`config.mk`:
```
export PLATFORM = sky130hd
export DESIGN_NAME = bfc_front
export DESIGN_NICKNAME = d
export VERILOG_FILES = /design/src/rtl/bfc_pkg.sv /design/src/rtl/bfc_front.sv
export SDC_FILE = /design/constraint.sdc
export NUM_CORES = 1
export LEC_CHECK = 0
export BUFFER_PORTS_ARGS = -buffer_cell sky130_fd_sc_hd__buf_2
export CAP_MARGIN = 20
export CELL_PAD_IN_SITES_DETAIL_PLACEMENT = 0
export CELL_PAD_IN_SITES_GLOBAL_PLACEMENT = 1
export CORE_ASPECT_RATIO = 1.2
export CORE_MARGIN = 2
export CORE_UTILIZATION = 35
export CTS_CLUSTER_SIZE = 12
export DETAILED_ROUTE_END_ITERATION = 10
export PLACE_DENSITY_LB_ADDON = 0.2
export SETUP_SLACK_MARGIN = 0.15
export SLEW_MARGIN = 0
export SYNTH_ARGS = -nofsm -noshare
export SYNTH_HDL_FRONTEND = slang
export SYNTH_SLANG_ARGS = --single-unit
```
`constraint.sdc`:
```
create_clock -name clk -period 4.5 [get_ports clk]
set_input_delay 0.9 -clock clk [delete_from_list [all_inputs] [get_ports clk]]
set_output_delay 0.9 -clock clk [all_outputs]
set_load 0.02 [all_outputs]
```
`src/rtl/bfc_pkg.sv`:
```
// shared types and constants for the bearing formation controller
`default_nettype none
package bfc_pkg;

  localparam int IDX_W  = 3;
  localparam int VAL_W  = 16;
  localparam int CNT_W  = 4;
  localparam int Z_W    = 17;
  localparam int N2_W   = 33;
  localparam int ROOT_W = 17;
  localparam int C_W    = 34;
  localparam int DEN_W  = 50;
  localparam int PROD_W = 51;
  localparam int DVD_W  = 57;
  localparam int SUM_W  = 32;
  localparam int OUT_W  = 24;

  localparam logic [2:0] REG_ACCEL_MODE   = 3'd0;
  localparam logic [2:0] REG_SHAPE_GAIN   = 3'd1;
  localparam logic [2:0] REG_DAMPING_GAIN = 3'd2;
  localparam logic [2:0] REG_AGENT_COUNT  = 3'd3;
  localparam logic [2:0] REG_EDGE_COUNT   = 3'd4;

  localparam logic CMD_EDGE  = 1'b0;
  localparam logic CMD_AGENT = 1'b1;

  typedef struct packed {
    logic                    command;
    logic                    run;
    logic [IDX_W-1:0]        slot;
    logic [IDX_W-1:0]        plus_agent;
    logic [IDX_W-1:0]        minus_agent;
    logic signed [VAL_W-1:0] bearing_x;
    logic signed [VAL_W-1:0] bearing_y;
    logic signed [VAL_W-1:0] pos_x;
    logic signed [VAL_W-1:0] pos_y;
    logic signed [VAL_W-1:0] vel_x;
    logic signed [VAL_W-1:0] vel_y;
  } cmd_t;

  typedef struct packed {
    logic             accel_mode;
    logic [15:0]      shape_gain;
    logic [15:0]      damping_gain;
    logic [CNT_W-1:0] agents;
    logic [CNT_W-1:0] edges;
  } cfg_t;

  typedef enum logic [14:0] {
    ST_IDLE = 15'b000000000000001,
    ST_EDGE = 15'b000000000000010,
    ST_DIFF = 15'b000000000000100,
    ST_SQ   = 15'b000000000001000,
    ST_NORM = 15'b000000000010000,
    ST_ROOT = 15'b000000000100000,
    ST_DEN  = 15'b000000001000000,
    ST_NUMX = 15'b000000010000000,
    ST_DIVX = 15'b000000100000000,
    ST_NUMY = 15'b000001000000000,
    ST_DIVY = 15'b000010000000000,
    ST_ADDP = 15'b000100000000000,
    ST_ADDM = 15'b001000000000000,
    ST_OMUL = 15'b010000000000000,
    ST_OUT  = 15'b100000000000000
  } back_state_t;

endpackage
`default_nettype wire

```
`src/rtl/bfc_front.sv`:
```
// input decode and two-entry command queue
`default_nettype none
module bfc_front #(
  parameter int AGENT_DEPTH = 8,
  parameter int EDGE_DEPTH  = 8
) (
  input  wire logic                       clk,
  input  wire logic                       rst,
  input  wire logic                       s_axis_tvalid,
  output logic                            s_axis_tready,
  input  wire logic [111:0]               s_axis_tdata,
  input  wire logic                       s_axis_tuser,
  input  wire logic [bfc_pkg::CNT_W-1:0]  agents,
  output logic                            cmd_valid,
  input  wire logic                       cmd_ready,
  output bfc_pkg::cmd_t                   cmd
);
  import bfc_pkg::*;

  cmd_t       dec;
  logic       drop;
  cmd_t       queue [2];
  logic       wr_ptr;
  logic       rd_ptr;
  logic [1:0] count;
  logic       push;
  logic       pop;

  always_comb begin
    dec.command     = s_axis_tuser;
    dec.slot        = s_axis_tdata[2:0];
    dec.plus_agent  = s_axis_tdata[5:3];
    dec.minus_agent = s_axis_tdata[8:6];
    dec.bearing_x   = s_axis_tdata[24:9];
    dec.bearing_y   = s_axis_tdata[40:25];
    dec.pos_x       = s_axis_tdata[56:41];
    dec.pos_y       = s_axis_tdata[72:57];
    dec.vel_x       = s_axis_tdata[88:73];
    dec.vel_y       = s_axis_tdata[104:89];
    dec.run         = (s_axis_tuser == CMD_AGENT) &&
                      ({1'b0, s_axis_tdata[2:0]} + 4'd1 == agents);
    if (s_axis_tuser == CMD_AGENT) begin
      drop = {1'b0, s_axis_tdata[2:0]} >= 4'(AGENT_DEPTH);
    end else begin
      drop = {1'b0, s_axis_tdata[2:0]} >= 4'(EDGE_DEPTH);
    end
  end

  assign s_axis_tready = (count != 2'd2);
  assign push          = s_axis_tvalid && s_axis_tready && !drop;
  assign cmd_valid     = (count != 2'd0);
  assign pop           = cmd_valid && cmd_ready;
  assign cmd           = queue[rd_ptr];

  always_ff @(posedge clk) begin
    if (push) begin
      queue[wr_ptr] <= dec;
    end
    if (rst) begin
      wr_ptr <= 1'b0;
      rd_ptr <= 1'b0;
      count  <= 2'd0;
    end else begin
      if (push) wr_ptr <= !wr_ptr;
      if (pop) rd_ptr <= !rd_ptr;
      count <= count + {1'b0, push} - {1'b0, pop};
    end
  end

endmodule
`default_nettype wire

```
==> reports/qor.csv <==
metric,value,unit
rows,61,
synthAdderAreaFrac,0.461,%
maxCapViolations,0,
cp.arrival,2110,ps
fill_cells,2052,
core-area,23000,µm²
synth_ff_type,edfxtp_1,
cts.sinks,219,
die-area,24500,µm²
clock_latency,500,ps
hold_buffers,0,
rrSetupSlack,2170,ps
path_cells,"buf_4, mux2_2, buf_2",
netlist_area,8140,µm²
worstSetupPathType,reg2out,
cp-end-kind,output pin,
placed_area,9630,µm²
htreeDepth,1,
multi_input_area,1520,µm²
cp_num_buf_inv,2,
critPathTopFamily,buffers and inverters,
required,3600,ps
hpwl,9.93,mm
synth_nets,491,
synth_top_area_share,79.0,%
grt-busiest-layer,met2,
antenna_found_initial,2,
pwr-share-comb,29.0,%
powerDensity,596,nW/µm²
clockBufferDepth,3,
via_per_inst,4.40,
crit_slowest_cell,dfxtp_4,
hold_viol,0,
synth_area_leader_cell,edfxtp_1,
fin_nets,730,
synth_compound_area_share,0.277,%
post-cts-setup-buffers,0,
p_int,4300,µW
post_cts_resized,0,
drt_wl_total,15.2,mm
firstDrtPassIters,4,
yosysWarnings,0,
slowest_delay,520,ps
numCtsBuffers,22,
hold_class,reg2reg,
finalSetupTns,0,ps
gp_routability_congestion,0.724,
max_slew_margin,29.9,%
grt_max_degree,72,
wire_per_inst,16.2,µm
ys_ff_latch,219,
outcome,"complete, no violations",
grt_pass1_wl,22.4,mm
grt_overflow,0,
synthMuxAreaShare,16.2,%
place.port_buffers,222,
leakagePower,0.00385,µW
seqCellArea,6530,µm²
rsz0062_at_grt,no,
synth.area.top_cells,"edfxtp_1 (79%), mux2_2 (11%), mux2_4 (5.5%)",
period_minus_slack,3010,ps
final_max_slew_viol_count,0,
drtIter0Drc,105,
worstMarginPinSlew,1050,ps
met1_usage,13.9,%
clockPowerShare,27.0,%
peakVddDrop,345,µV
switchingPower,1820,µW
worst_hold_slack,516,ps
start_util,35.4,%
synthCells,367,
synth_top_family_by_area,multiplexers,
grt_use_met3,5.37,%
cts_root_buf,clkbuf_16,
drc_errors,0,
yosysSeqAreaShare,80.2,%
yosysMostFrequentCell,edfxtp_1,
drive_gt1_share,58.4,%
io_pins,230,
fin_skew,10.2,ps
synth_xor_area_share,0.753,%
grt_util_all_layers,11.9,%
area_growth,26.3,%
sw_frac_of_total,29.8,%
dp_cells,897,
syn_area_per_cell,22.2,µm²
synth_common_cells,"edfxtp_1 (214), mux2_2 (77), mux2_4 (30), buf_2 (7)",
dieWidth,143,µm
setup_violations,0,
stdcell_count,938,
synthDistinctLibCells,23,
power_frac_seq,44.0,%
cts_tree,done,
fin_area,10300,µm²
grt_pass1_vias,4363,
max_freq,332,MHz
cp-start-kind,flop,
yosys.area_share.simple,0.907,%
min_period_over_period,66.9,%
fp.dieH,171,µm
synth_edf_count,214,
async_reset_ff_share,0,%
antenna_left,0,
fin_util,44.7,%
num_vias,4125,
cp_max_fo,34,
gr-usage-met2,19.4,%
path_clk_slew,60,ps
-- cell type report --
type | instances | share of cell area, %
Tap cell | 315 | 3.83
Timing Repair Buffer | 227 | 11.4
Multi-Input combinational cell | 134 | 14.8
Clock buffer | 40 | 6.32
Sequential cell | 219 | 63.5
Antenna cell | 1 | 0.0243
Inverter | 2 | 0.0974
-- sequential cells by signal, indices dropped and copies added, names as in the netlist, named ones only --
register  count
queue       214
count         2
rd_ptr        1
wr_ptr        1
-- worst min-delay path: cells and delay by family, from the launching register on --
family | cells | cell delay, ps
flip-flops | 1 | 320
AND/OR/NAND/NOR | 1 | 70
XOR/XNOR | 1 | 80
-- cells in the final DEF (no fill, tap or decap), drive strengths merged --
cell	count
a21bo	1
a21oi	1
and2	1
and3	1
buf	227
clkbuf	40
dfxtp	5
diode	1
edfxtp	214
ha	3
inv	2
mux2	107
nand2	1
nand2b	1
nand3	2
nand3b	1
nor2	3
nor2b	1
nor3	2
o21a	1
or2	1
xnor2	5
xor2	2
-- power by group through the flow --
| stage | sequential [µW] | clock (µW) | combinational [µW] |
|---|---|---|---|
| finish | 2690 | 1660 | 1780 |
| global route | 2730 | 1800 | 1910 |
| CTS | 2700 | 1730 | 1820 |
| detailed placement | 2740 | 0 | 1810 |
| global placement | 2720 | 0 | 1800 |
| floorplan | 2720 | 0 | 1300 |
-- metrics by stage --
| step | total power, µW | setup WS [ps] |
|---|---|---|
| after floorplan | 4010 | 597 |
| after global routing | 6440 | 1340 |
| after global placement | 4520 | 1780 |
| after detailed placement | 4560 | 1710 |
| final | 6130 | 1490 |
| after CTS | 6250 | 1390 |
-- cells by family after synthesis --
family          after synthesis
compound gates                3
xor+xnor                      7
fa+ha+maj                     3
buf+inv                      14
flops                       219
mux                         107
simple gates                 14
-- per-layer routing --
metal	wire [µm]	up-vias
li1	-	1929
met1	5770	2015
met4	316	4
met3	1640	30
met2	7430	147
met5	21	-
-- final timing paths --
path / start / end / depth (start not counted)
worst max-delay path: flop / cmd[1] / 3
worst min-delay path: rd_ptr / flop / 2
worst min register to register: rd_ptr / flop / 2
worst max register to register: count[0] / queue[1][97] / 3
No activity file was read; power rests on OpenSTA's default activity.
